--- config.mk ---
export PLATFORM = sky130hd
export DESIGN_NAME = multi_value_key_table_core_flat
export DESIGN_NICKNAME = d
export VERILOG_FILES = /design/src/hdl/mvkt_pkg.sv /design/src/hdl/mvkt_if.sv /design/src/hdl/mvkt_store.sv /design/src/hdl/mvkt_ctrl.sv /design/src/hdl/multi_value_key_table_core.sv /design/src/flat_wrapper.sv
export VERILOG_INCLUDE_DIRS = /design/src /design/src/hdl
export SDC_FILE = /design/constraint.sdc
export NUM_CORES = 2
export LEC_CHECK = 0
export BUFFER_PORTS_ARGS = -buffer_cell sky130_fd_sc_hd__clkbuf_2
export CORE_MARGIN = 10
export CORE_UTILIZATION = 30
export CTS_BUF_LIST = sky130_fd_sc_hd__clkbuf_16
export DETAILED_ROUTE_END_ITERATION = 6
export GPL_ROUTABILITY_DRIVEN = 0
export PLACE_DENSITY = 0.45
export SYNTH_ARGS = -nofsm -noshare
export SYNTH_HDL_FRONTEND = slang
export SYNTH_HIERARCHICAL = 1
export SYNTH_SLANG_ARGS = --single-unit
--- constraint.sdc ---
create_clock -name clk -period 6.8 [get_ports clk]
set_input_delay 0.34 -clock clk [delete_from_list [all_inputs] [get_ports clk]]
set_output_delay 0.34 -clock clk [all_outputs]
set_load 0.05 [all_outputs]
--- src/hdl/assert_macros.svh ---
// Assertion macros shared by the multi-value key table RTL.
// Every macro samples on clk and is disabled while rst_n is low.
`ifndef ASSERT_MACROS_SVH
`define ASSERT_MACROS_SVH

// Property must hold at every clock edge outside reset.
`define MVKT_ASSERT(label, prop, msg) \
  label: assert property (@(posedge clk) disable iff (!rst_n) (prop)) else $error(msg);

// Expression must never be true outside reset.
`define MVKT_NEVER(label, expr, msg) \
  `MVKT_ASSERT(label, !(expr), msg)

`endif

--- src/hdl/mvkt_pkg.sv ---
// Package for the multi-value key table: sizes, operation codes, types and
// field conversion functions. No dependencies.
package mvkt_pkg;

  localparam int CAPACITY   = 32;
  localparam int KEY_BITS   = 32;
  localparam int VALUE_BITS = 32;

  localparam int OP_W      = 2;
  localparam int IN_KEY_W  = 32;
  localparam int IN_VAL_W  = 32;
  localparam int OUT_VAL_W = 32;
  localparam int RCNT_W    = 6;

  localparam int IDX_W = (CAPACITY > 1) ? $clog2(CAPACITY) : 1;
  localparam int CNT_W = $clog2(CAPACITY + 1);

  typedef logic [KEY_BITS-1:0]   key_t;
  typedef logic [VALUE_BITS-1:0] val_t;
  typedef logic [IDX_W-1:0]      idx_t;
  typedef logic [CNT_W-1:0]      cnt_t;

  typedef enum logic [OP_W-1:0] {
    OP_INSERT = 2'd0,
    OP_FIND   = 2'd1,
    OP_REMOVE = 2'd2
  } op_t;

  typedef struct packed {
    logic en;
    idx_t addr;
    key_t key;
    val_t val;
  } store_wr_t;

  typedef struct packed {
    logic en;
    idx_t addr;
  } store_rd_t;

  // Input key, zero-extended or truncated to the stored key width.
  function automatic key_t to_key(input logic [IN_KEY_W-1:0] k);
    key_t r;
    for (int i = 0; i < KEY_BITS; i++) begin
      r[i] = (i < IN_KEY_W) ? k[(i < IN_KEY_W) ? i : 0] : 1'b0;
    end
    return r;
  endfunction

  // Input value, sign-extended or truncated to the stored value width.
  function automatic val_t to_val(input logic [IN_VAL_W-1:0] v);
    val_t r;
    for (int i = 0; i < VALUE_BITS; i++) begin
      r[i] = v[(i < IN_VAL_W) ? i : IN_VAL_W - 1];
    end
    return r;
  endfunction

  // Stored value, sign-extended or truncated to the result width.
  function automatic logic [OUT_VAL_W-1:0] to_out(input val_t v);
    logic [OUT_VAL_W-1:0] r;
    for (int i = 0; i < OUT_VAL_W; i++) begin
      r[i] = v[(i < VALUE_BITS) ? i : VALUE_BITS - 1];
    end
    return r;
  endfunction

endpackage

--- src/hdl/mvkt_if.sv ---
// Request and result channel interfaces of the multi-value key table.
// Depends on mvkt_pkg for field widths.
interface mvkt_in_if import mvkt_pkg::*; ();
  logic                       valid;
  logic                       ready;
  logic [OP_W-1:0]            operation;
  logic [IN_KEY_W-1:0]        key;
  logic signed [IN_VAL_W-1:0] value;

  modport source (output valid, operation, key, value, input ready);
  modport sink   (input valid, operation, key, value, output ready);
endinterface

interface mvkt_out_if import mvkt_pkg::*; ();
  logic                        valid;
  logic                        ready;
  logic signed [OUT_VAL_W-1:0] found_value;
  logic                        hit;
  logic [RCNT_W-1:0]           removed_count;
  logic                        status;
  logic                        last;

  modport source (output valid, found_value, hit, removed_count, status, last,
                  input ready);
  modport sink   (input valid, found_value, hit, removed_count, status, last,
                  output ready);
endinterface

--- src/hdl/mvkt_store.sv ---
// Key and value storage: one write port, one read port with registered data.
// Depends on mvkt_pkg.
module mvkt_store import mvkt_pkg::*; (
  input  logic      clk,
  input  store_wr_t wr,
  input  store_rd_t rd,
  output key_t      rd_key,
  output val_t      rd_val
);

  key_t key_mem [CAPACITY];
  val_t val_mem [CAPACITY];
  key_t rd_key_r;
  val_t rd_val_r;

  always_ff @(posedge clk) begin
    if (wr.en) begin
      key_mem[wr.addr] <= wr.key;
      val_mem[wr.addr] <= wr.val;
    end
    if (rd.en) begin
      rd_key_r <= key_mem[rd.addr];
      rd_val_r <= val_mem[rd.addr];
    end
  end

  assign rd_key = rd_key_r;
  assign rd_val = rd_val_r;

endmodule

--- src/hdl/mvkt_ctrl.sv ---
// Sequencer of the multi-value key table: writes inserts, scans the store one entry per
// cycle through a shared key compare (paused while a find result waits for the output),
// compacts on remove, drives results. Depends on mvkt_pkg, mvkt_if and assert_macros.svh.
`include "assert_macros.svh"

module mvkt_ctrl import mvkt_pkg::*; (
  input  logic              clk,
  input  logic              rst_n,
  mvkt_in_if.sink           in_req,
  mvkt_out_if.source        out_rsp,
  output store_wr_t         wr,
  output store_rd_t         rd,
  input  key_t              rd_key,
  input  val_t              rd_val
);

  typedef enum logic [1:0] {S_IDLE, S_SCAN, S_FINAL} state_t;

  state_t               state_r, state_nxt;
  op_t                  op_r, op_nxt;
  key_t                 key_r, key_nxt;
  cnt_t                 count_r, count_nxt;
  cnt_t                 rd_idx_r, rd_idx_nxt;
  cnt_t                 kept_r, kept_nxt;
  logic                 chk_v_r, chk_v_nxt;
  logic                 pend_v_r, pend_v_nxt;
  logic [OUT_VAL_W-1:0] pend_val_r, pend_val_nxt;
  logic [OUT_VAL_W-1:0] fin_val_r, fin_val_nxt;
  logic                 fin_hit_r, fin_hit_nxt;
  logic [RCNT_W-1:0]    fin_rcnt_r, fin_rcnt_nxt;
  logic                 fin_status_r, fin_status_nxt;
  logic                 out_valid_r, out_valid_nxt;
  logic [OUT_VAL_W-1:0] out_value_r, out_value_nxt;
  logic                 out_hit_r, out_hit_nxt;
  logic [RCNT_W-1:0]    out_rcnt_r, out_rcnt_nxt;
  logic                 out_status_r, out_status_nxt;
  logic                 out_last_r, out_last_nxt;

  logic accept, slot_free, match, chk_find, stall, issue, scan_done;
  logic emit_pend, emit_fin;

  assign in_req.ready = (state_r == S_IDLE);
  assign accept       = in_req.valid && in_req.ready;
  assign slot_free    = !out_valid_r || out_rsp.ready;
  assign match        = (rd_key == key_r);
  assign chk_find     = (state_r == S_SCAN) && chk_v_r && (op_r == OP_FIND) && match;
  assign stall        = chk_find && pend_v_r && !slot_free;
  assign issue        = (state_r == S_SCAN) && !stall && (rd_idx_r < count_r);
  assign scan_done    = (state_r == S_SCAN) && !chk_v_r && (rd_idx_r == count_r);
  assign emit_pend    = chk_find && pend_v_r && slot_free;
  assign emit_fin     = (state_r == S_FINAL) && slot_free;

  assign rd.en   = issue;
  assign rd.addr = rd_idx_r[IDX_W-1:0];

  always_comb begin
    wr.en   = 1'b0;
    wr.addr = count_r[IDX_W-1:0];
    wr.key  = to_key(in_req.key);
    wr.val  = to_val(in_req.value);
    if (accept && (in_req.operation == OP_INSERT) && (count_r != cnt_t'(CAPACITY))) begin
      wr.en = 1'b1;
    end else if ((state_r == S_SCAN) && chk_v_r && (op_r == OP_REMOVE) && !match) begin
      wr.en   = 1'b1;
      wr.addr = kept_r[IDX_W-1:0];
      wr.key  = rd_key;
      wr.val  = rd_val;
    end
  end

  always_comb begin
    state_nxt      = state_r;
    op_nxt         = op_r;
    key_nxt        = key_r;
    count_nxt      = count_r;
    rd_idx_nxt     = rd_idx_r;
    kept_nxt       = kept_r;
    chk_v_nxt      = chk_v_r;
    pend_v_nxt     = pend_v_r;
    pend_val_nxt   = pend_val_r;
    fin_val_nxt    = fin_val_r;
    fin_hit_nxt    = fin_hit_r;
    fin_rcnt_nxt   = fin_rcnt_r;
    fin_status_nxt = fin_status_r;

    case (state_r)
      S_IDLE: begin
        if (accept) begin
          op_nxt         = op_t'(in_req.operation);
          key_nxt        = to_key(in_req.key);
          rd_idx_nxt     = '0;
          kept_nxt       = '0;
          chk_v_nxt      = 1'b0;
          pend_v_nxt     = 1'b0;
          fin_val_nxt    = '0;
          fin_hit_nxt    = 1'b0;
          fin_rcnt_nxt   = '0;
          fin_status_nxt = 1'b0;
          case (op_t'(in_req.operation))
            OP_INSERT: begin
              if (count_r == cnt_t'(CAPACITY)) begin
                fin_status_nxt = 1'b1;
              end else begin
                count_nxt = count_r + cnt_t'(1);
              end
              state_nxt = S_FINAL;
            end
            OP_FIND:   state_nxt = S_SCAN;
            OP_REMOVE: state_nxt = S_SCAN;
            default:   state_nxt = S_FINAL;
          endcase
        end
      end
      S_SCAN: begin
        if (chk_v_r && !stall) begin
          if (chk_find) begin
            pend_v_nxt   = 1'b1;
            pend_val_nxt = to_out(rd_val);
          end
          if ((op_r == OP_REMOVE) && !match) begin
            kept_nxt = kept_r + cnt_t'(1);
          end
        end
        chk_v_nxt = stall || issue;
        if (issue) begin
          rd_idx_nxt = rd_idx_r + cnt_t'(1);
        end
        if (scan_done) begin
          state_nxt = S_FINAL;
          if (op_r == OP_FIND) begin
            fin_val_nxt = pend_v_r ? pend_val_r : '0;
            fin_hit_nxt = pend_v_r;
          end else begin
            count_nxt    = kept_r;
            fin_hit_nxt  = (kept_r != count_r);
            fin_rcnt_nxt = RCNT_W'(count_r - kept_r);
          end
        end
      end
      S_FINAL: begin
        if (slot_free) begin
          state_nxt = S_IDLE;
        end
      end
      default: state_nxt = S_IDLE;
    endcase
  end

  always_comb begin
    out_valid_nxt  = out_valid_r && !out_rsp.ready;
    out_value_nxt  = out_value_r;
    out_hit_nxt    = out_hit_r;
    out_rcnt_nxt   = out_rcnt_r;
    out_status_nxt = out_status_r;
    out_last_nxt   = out_last_r;
    if (emit_pend) begin
      out_valid_nxt  = 1'b1;
      out_value_nxt  = pend_val_r;
      out_hit_nxt    = 1'b1;
      out_rcnt_nxt   = '0;
      out_status_nxt = 1'b0;
      out_last_nxt   = 1'b0;
    end else if (emit_fin) begin
      out_valid_nxt  = 1'b1;
      out_value_nxt  = fin_val_r;
      out_hit_nxt    = fin_hit_r;
      out_rcnt_nxt   = fin_rcnt_r;
      out_status_nxt = fin_status_r;
      out_last_nxt   = 1'b1;
    end
  end

  always_ff @(posedge clk) begin
    if (!rst_n) begin
      state_r     <= S_IDLE;
      count_r     <= '0;
      rd_idx_r    <= '0;
      kept_r      <= '0;
      chk_v_r     <= 1'b0;
      pend_v_r    <= 1'b0;
      out_valid_r <= 1'b0;
    end else begin
      state_r     <= state_nxt;
      count_r     <= count_nxt;
      rd_idx_r    <= rd_idx_nxt;
      kept_r      <= kept_nxt;
      chk_v_r     <= chk_v_nxt;
      pend_v_r    <= pend_v_nxt;
      out_valid_r <= out_valid_nxt;
    end
    op_r         <= op_nxt;
    key_r        <= key_nxt;
    pend_val_r   <= pend_val_nxt;
    fin_val_r    <= fin_val_nxt;
    fin_hit_r    <= fin_hit_nxt;
    fin_rcnt_r   <= fin_rcnt_nxt;
    fin_status_r <= fin_status_nxt;
    out_value_r  <= out_value_nxt;
    out_hit_r    <= out_hit_nxt;
    out_rcnt_r   <= out_rcnt_nxt;
    out_status_r <= out_status_nxt;
    out_last_r   <= out_last_nxt;
  end

  assign out_rsp.valid         = out_valid_r;
  assign out_rsp.found_value   = out_value_r;
  assign out_rsp.hit           = out_hit_r;
  assign out_rsp.removed_count = out_rcnt_r;
  assign out_rsp.status        = out_status_r;
  assign out_rsp.last          = out_last_r;

  `MVKT_NEVER(a_count_bound, count_r > cnt_t'(CAPACITY), "entry count above capacity")
  `MVKT_ASSERT(a_scan_order, (state_r == S_SCAN) |-> (kept_r <= rd_idx_r) && (rd_idx_r <= count_r), "scan indexes out of order")
  `MVKT_ASSERT(a_emit_pend, emit_pend |=> pend_v_r && out_valid_r && !out_last_r, "non-final find result lost")
  `MVKT_NEVER(a_wr_ahead, wr.en && (state_r == S_SCAN) && (cnt_t'(wr.addr) >= rd_idx_r), "compaction write past scan")

endmodule

--- src/hdl/multi_value_key_table_core.sv ---
// Multi-value key table top level: a sequencer over a key/value store with one
// read port and one write port.
// Depends on mvkt_pkg, mvkt_if, mvkt_store and mvkt_ctrl.
//
// Holds up to CAPACITY key/value pairs in insertion order; keys may repeat.
// An insert answers with one result (status set when the table is full). A
// find or remove walks the stored entries one per cycle, while the output does
// not stall a find, through the store's single read port and one key compare;
// a find gives one result per matching value in stored order, the final one
// marked last, or a single result with hit clear. A remove closes the gaps
// during the same walk and answers with the number of pairs deleted. A new
// request is taken only once the previous one has handed its final result to
// the output register; output stalls during a find pause the walk.
module multi_value_key_table_core import mvkt_pkg::*; (
  input  logic       clk,
  input  logic       rst_n,
  mvkt_in_if.sink    in_req,
  mvkt_out_if.source out_rsp
);

  store_wr_t wr;
  store_rd_t rd;
  key_t      rd_key;
  val_t      rd_val;

  mvkt_store u_store (
    .clk    (clk),
    .wr     (wr),
    .rd     (rd),
    .rd_key (rd_key),
    .rd_val (rd_val)
  );

  mvkt_ctrl u_ctrl (
    .clk     (clk),
    .rst_n   (rst_n),
    .in_req  (in_req),
    .out_rsp (out_rsp),
    .wr      (wr),
    .rd      (rd),
    .rd_key  (rd_key),
    .rd_val  (rd_val)
  );

endmodule

--- src/flat_wrapper.sv ---
// flat-port wrapper written by rule: the top's interface ports become plain ports
module multi_value_key_table_core_flat import mvkt_pkg::*;
  (clk, rst_n, in_req_valid, in_req_operation, in_req_key, in_req_value, in_req_ready, out_rsp_valid, out_rsp_found_value, out_rsp_hit, out_rsp_removed_count, out_rsp_status, out_rsp_last, out_rsp_ready);
  mvkt_in_if in_req_i ();
  mvkt_out_if out_rsp_i ();
  input  logic clk;
  input  logic rst_n;
  input wire logic [$bits(in_req_i.valid)-1:0] in_req_valid;
  input wire logic [$bits(in_req_i.operation)-1:0] in_req_operation;
  input wire logic [$bits(in_req_i.key)-1:0] in_req_key;
  input wire logic [$bits(in_req_i.value)-1:0] in_req_value;
  output wire logic [$bits(in_req_i.ready)-1:0] in_req_ready;
  output wire logic [$bits(out_rsp_i.valid)-1:0] out_rsp_valid;
  output wire logic [$bits(out_rsp_i.found_value)-1:0] out_rsp_found_value;
  output wire logic [$bits(out_rsp_i.hit)-1:0] out_rsp_hit;
  output wire logic [$bits(out_rsp_i.removed_count)-1:0] out_rsp_removed_count;
  output wire logic [$bits(out_rsp_i.status)-1:0] out_rsp_status;
  output wire logic [$bits(out_rsp_i.last)-1:0] out_rsp_last;
  input wire logic [$bits(out_rsp_i.ready)-1:0] out_rsp_ready;
  assign in_req_i.valid = in_req_valid;
  assign in_req_i.operation = in_req_operation;
  assign in_req_i.key = in_req_key;
  assign in_req_i.value = in_req_value;
  assign in_req_ready = in_req_i.ready;
  assign out_rsp_valid = out_rsp_i.valid;
  assign out_rsp_found_value = out_rsp_i.found_value;
  assign out_rsp_hit = out_rsp_i.hit;
  assign out_rsp_removed_count = out_rsp_i.removed_count;
  assign out_rsp_status = out_rsp_i.status;
  assign out_rsp_last = out_rsp_i.last;
  assign out_rsp_i.ready = out_rsp_ready;
  multi_value_key_table_core u_core (.clk(clk), .rst_n(rst_n), .in_req(in_req_i), .out_rsp(out_rsp_i));
endmodule
Word-level counts from Yosys, hierarchy flattened

Memory sizes are Yosys's and may differ from the RTL's. A register that Yosys moved wholly into a read port is not among the register bits.
Index checks and enable logic that the tools add are counted.

Logic and storage cells: 134
Memories kept: 2
Memory bits (writable): 2048
Bits of input ports: 70
Output and inout port bits: 43
Register bits after elaboration: 170

Memories:

| memory                 | words | width | read ports | clocked after memory_dff | wr ports | RTL line         | source |
|---|---|---|---|---|---|---|---|
| u_core.u_store.key_mem | 32    | 32    | 1          | 1                        | 1        | mvkt_store.sv:11 | `key_t key_mem [CAPACITY];` |
| u_core.u_store.val_mem | 32    | 32    | 1          | 1                        | 1        | mvkt_store.sv:12 | `val_t val_mem [CAPACITY];` |

Order comparisons: 1
Multiplexer cells: 43
Eq/ne operators: 22
Add/subtract/negate cells: 4
Reductions and logical operators: 43

Operator list:

| cell                | count |
|---|---|
| $mux 32             | 6 |
| $mux 70             | 1 |
| $mux 69             | 1 |
| $mux 6              | 11 |
| $pmux 32 s2         | 1 |
| $pmux 6 s2          | 4 |
| $eq 32x32->1        | 1 |
| $logic_and 1x1->1   | 19 |
| $add 6x1->6 const B | 3 |
| $reduce_and 4->1    | 4 |
| $ne 2x2->1 const B  | 6 |
| $reduce_and 3->1    | 4 |
| $mux 1              | 11 |
| $ne 2x1->1 const B  | 5 |
| $mux 2              | 4 |
| $eq 2x1->1 const B  | 3 |
| $eq 2x2->1 const B  | 3 |
| $eq 6x6->1          | 1 |
| $eq 6x6->1 const B  | 1 |
| $logic_not 1->1     | 6 |
| $lt 6x6->1          | 1 |
| $ne 6x6->1          | 1 |
| $ne 6x6->1 const B  | 1 |
| $pmux 1 s2          | 3 |
| other kinds (8)     | 12 |

Longest topological paths before layout

Word-level depth: 11
Mapped depth: 12
Depth with buffers taken out: 9

By module

The synthesis kept the hierarchy.

Modules (own cells, without submodules):

| module     | cells each | area an instance (µm²) | instances |
|---|---|---|---|
| mvkt_store | 3109       | 79588.8                | 1 |
| mvkt_ctrl  | 606        | 8075.2                 | 1 |

Worst setup path after synthesis

No wires, ideal clock.

Kind: register -> register
From: register u_core.u_ctrl.state_r[0]
To: memory u_core/u_store/key_mem[20][0] in the netlist's numbering (enable)
Arrival time: 5741 ps
Slack: 573 ps
Setup time: 487 ps
Clock period less this slack: 6227 ps
Cell stages (with the launch flop): 9
Cells stage by stage: dfxtp_1 nor2_1 nand2_1 inv_1 o211ai_1 nand2_1 or3b_2 clkbuf_1 nor2_1

RTL lines:

| element                | RTL line         | source |
|---|---|---|
| from (decl)            | mvkt_ctrl.sv:19  | `state_t state_r, state_nxt;` |
| from (signal assigned) | mvkt_ctrl.sv:183 | `state_r <= state_nxt;` |
| to (decl)              | mvkt_store.sv:11 |  |

==> results.py <==
metrics = {
    "layout": {
        "post_route_cells_drive_above_1_share_pct": 32.6,
        "final_nets": 4114,
        "final_util_pct": 35.0,
        "layout_commonest_cell": "edfxtp_1",
        "final_cell_mix": "2250 x edfxtp_1, 594 x mux4_2, 252 x clkbuf_16, 173 x mux2_2, 112 x clkbuf_2",
        "area_growth_pct": 16.0,
    },
    "worst_setup_path": {
        "crit_buf_inv": 3,
        "crit_top_cell": "buf_4",
        "endpoint": "u_core/u_store/val_mem[17][2]$_DFFE_PP_",
        "crit_fanout": 39,
        "cp.depth": 11,
        "cp-end-kind": "flop",
        "crit_type": "reg2reg",
        "cp-start-kind": "flop",
        "startpoint": "u_core/u_store/rd_key[29]$_DFFE_PP_",
        "cp.arrival_ns": 6.04,
        "r2r-start": "u_core/u_store/rd_key[29]$_DFFE_PP_",
        "timing.rr.end": "u_core/u_store/val_mem[17][2]$_DFFE_PP_",
        "reg2reg_depth": 11,
        "critPathRequiredTime_ns": 7.29,
        "worstPathCellList": "xnor2_1, nand4_1, nor4_1, a21bo_4, buf_4, nand2_1, o21ai_0, nand2_1, nor2_4, buf_4, buf_4",
        "worst-r2r-setup-slack_ns": 1.24,
        "cp_slowest_cell": "buf_4",
        "cpPeakStageDelay_ns": 0.82,
        "crit_family": "buffers and inverters",
    },
    "synthesis": {
        "synth_ff_type": "edfxtp_1",
        "synth_edf_count": 2250,
        "yosysWarnings": 6,
        "synth_top_cell_area_share_pct": 77.1,
        "synthCells": 3715,
        "synthTopCellsByArea": "edfxtp_1 77%, mux4_2 15%, mux2_2 2.2%, dfxtp_1 0.73%, mux2i_1 0.61%",
        "synth_cell_types": 60,
        "synth_top_area_cell": "edfxtp_1",
        "syn_nets": 3802,
        "ys_seq_area_share_pct": 77.8,
        "syn_area_um2": 87700,
        "async_reset_ff_share_pct": 0,
        "synth-seq-cells": 2282,
        "syn_avg_cell_area_um2": 23.6,
    },
    "placement": {
        "pre_cts_ws_ns": 1.09,
        "dpl.hpwl_um": 140000,
        "port_buffers": 112,
    },
    "clock_network": {
        "htreeDepth": 4,
        "postCtsResizedCells": 0,
        "clk_latency_ns": 0.88,
        "clk_path_buf_depth": 4,
        "cts_tree": "yes",
        "postCtsHoldBufs": 36,
        "cts_setup_buffers": 0,
        "numCtsBuffers": 248,
        "clkSinkCount": 2282,
        "clockRootBuffer": "clkbuf_16",
        "clk_pin_slew_ns": 0.06,
    },
    "route": {
        "first_pass_iters": 6,
        "drcViolationCount": 0,
        "drt_iter0_drc": 3948,
        "antenna_left": 0,
        "vias": 40600,
        "drt_wl_total_um": 257000,
        "viasPerCell": 4.99,
        "wl_per_cell_um": 31.5,
    },
    "sta": {
        "setup_slack_ns": 1.24,
        "slew_headroom_pct": 14.4,
        "rsz0062_at_grt": "no",
        "fmax_mhz": 180,
        "timing.setup.tns_ns": 0,
        "slew_viol_final": 0,
        "period_share_pct": 81.7,
        "clock_skew_ns": 0.0503,
        "max_slew.worst_pin.slew_ns": 1.27,
        "finalSetupViolations": 0,
        "hold_viol_final": 0,
        "min_period_ns": 5.56,
    },
    "floorplanning": {
        "core_um2": 291000,
        "die_h_um": 561,
        "pin_count": 113,
        "rows": 198,
        "die_w_um": 561,
        "dieArea_um2": 314000,
        "initial_utilization_pct": 30.1,
    },
    "grt": {
        "grt_pass1_wl_um": 357000,
        "track_usage_pct": 15.9,
        "use_met1_pct": 22.1,
        "grtUsageMet3_pct": 2.48,
        "grt_max_degree": 98,
        "grt_pass1_vias": 42300,
        "top_usage_layer": "met2",
        "overflow": 0,
        "grt_use_met2_pct": 26.7,
        "antenna_found_initial": 23,
    },
    "run": {
        "max_cap_viol_count": 0,
    },
    "hold_path": {
        "hold_path_class": "in2reg",
        "min_path_cells": 4,
    },
    "power": {
        "p_leak_nw": 30.7,
        "p_per_area_nw_per_um2": 291,
        "ir_drop_uv": 207,
    },
    "run_status": {
        "status": "finished clean",
    },
}
[flip-flops by register name, summed over array words and instances, names as in the netlist, 2 cells and up]
name,count
u_core/u_store/rd_val,32
u_core/u_ctrl/key_r,32
u_core/u_ctrl/out_rsp.removed_count,6
u_core/u_store/rd_key,32
u_core/u_ctrl/pend_val_r,32
u_core/u_store/key_mem,1024
u_core/u_ctrl/fin_rcnt_r,6
u_core/u_ctrl/state_r,2
u_core/u_ctrl/rd_idx_r,6
u_core/u_ctrl/kept_r,6
u_core/u_ctrl/out_rsp.found_value,32
u_core/u_ctrl/count_r,6
u_core/u_ctrl/fin_val_r,32
u_core/u_ctrl/op_r,2
u_core/u_store/val_mem,1024
[power breakdown]
group          switching, mW  internal (mW)  total, mW
Clock                   5.48           7.41       12.9
Combinational          0.715          0.298       1.01
Sequential            0.0906           15.6       15.7
[layer usage]
layer  vias up  routed length (um)
met1     22700              114000
met5         -                  34
met2      1086              126000
li1      16500                   -
met4         6                4090
met3       275               12400
[cell families (layout without fill, tap and decap cells)]
logic type,after synthesis,in the layout,share of synthesized area [%]
AOI/OAI and AO/OA,125,125,1.00
xor gates and xnor gates,36,36,0.360
muxes,823,823,18.1
and+or+nand+nor,214,214,1.29
DFF,2282,2282,77.8
other,0,7,0
buffers and inverters,218,732,1.16
adders and majority gates,17,17,0.251
[worst register-to-register path: cells and delay by family, from the launching register on]
| kind | cells | cell delay (ns) |
|---|---|---|
| AO/OA/AOI/OAI | 2 | 0.78 |
| XOR/XNOR | 1 | 0.38 |
| buffers and inverters | 3 | 1.87 |
| flip-flops | 1 | 0.40 |
| AND/OR/NAND/NOR | 5 | 1.64 |
[cell usage after synthesis (16+ instances only)]
library cell / instances
dfxtp_1: 32
ha_1: 16
and3_1: 37
mux2i_1: 53
buf_2: 72
mux4_2: 594
xnor2_1: 19
nand2_1: 25
nor2_1: 67
edfxtp_1: 2250
a221oi_1: 18
buf_1: 21
inv_1: 25
clkbuf_1: 78
xor2_1: 17
o21ai_0: 27
mux2_2: 173
[stage by stage]
| stage | power, mW | instance area, um2 | std cells | hold slack [ns] |
|---|---|---|---|---|
| after detailed placement | 17.0 | 93600 | 7641 | 0.432 |
| after global routing | 30.6 | 102000 | 8132 | 0.0715 |
| final | 29.6 | 102000 | 8136 | 0.0860 |
| after CTS | 30.0 | 102000 | 8129 | 0.0419 |
| after global placement | 17.0 | 93600 | 7641 | 0.443 |
| after floorplan | 16.5 | 87700 | 3715 | 0.422 |
[how the worst min path moves through the flow]
| stage | start | to | slack [ns] |
|---|---|---|---|
| after detailed placement | u_core/u_store/rd_val[9]$_DFFE_PP_ | u_core/u_ctrl/pend_val_r[9]$_DFFE_PP_ | 0.43 |
| after global placement | u_core/u_store/rd_val[30]$_DFFE_PP_ | u_core/u_ctrl/pend_val_r[30]$_DFFE_PP_ | 0.44 |
| after floorplan | u_core/u_store/rd_val[0]$_DFFE_PP_ | u_core/u_ctrl/pend_val_r[0]$_DFFE_PP_ | 0.42 |
| final | out_rsp_ready | u_core/u_ctrl/out_rsp.valid$_SDFF_PN0_ | 0.09 |
| after global routing | out_rsp_ready | u_core/u_ctrl/out_rsp.valid$_SDFF_PN0_ | 0.07 |
| after CTS | out_rsp_ready | u_core/u_ctrl/out_rsp.valid$_SDFF_PN0_ | 0.04 |
[final cells by class]
type                            count  area (um2)
Antenna cell                        7        17.5
Clock buffer                      252        6310
Clock inverter                    200        1430
Fill cell                       26900      189000
Inverter                           25        95.1
Multi-Input combinational cell   1215       18700
Sequential cell                  2282       68200
Tap cell                         3900        4880
Timing Repair Buffer              255        1990
No activity file was read; power rests on OpenSTA's default activity.
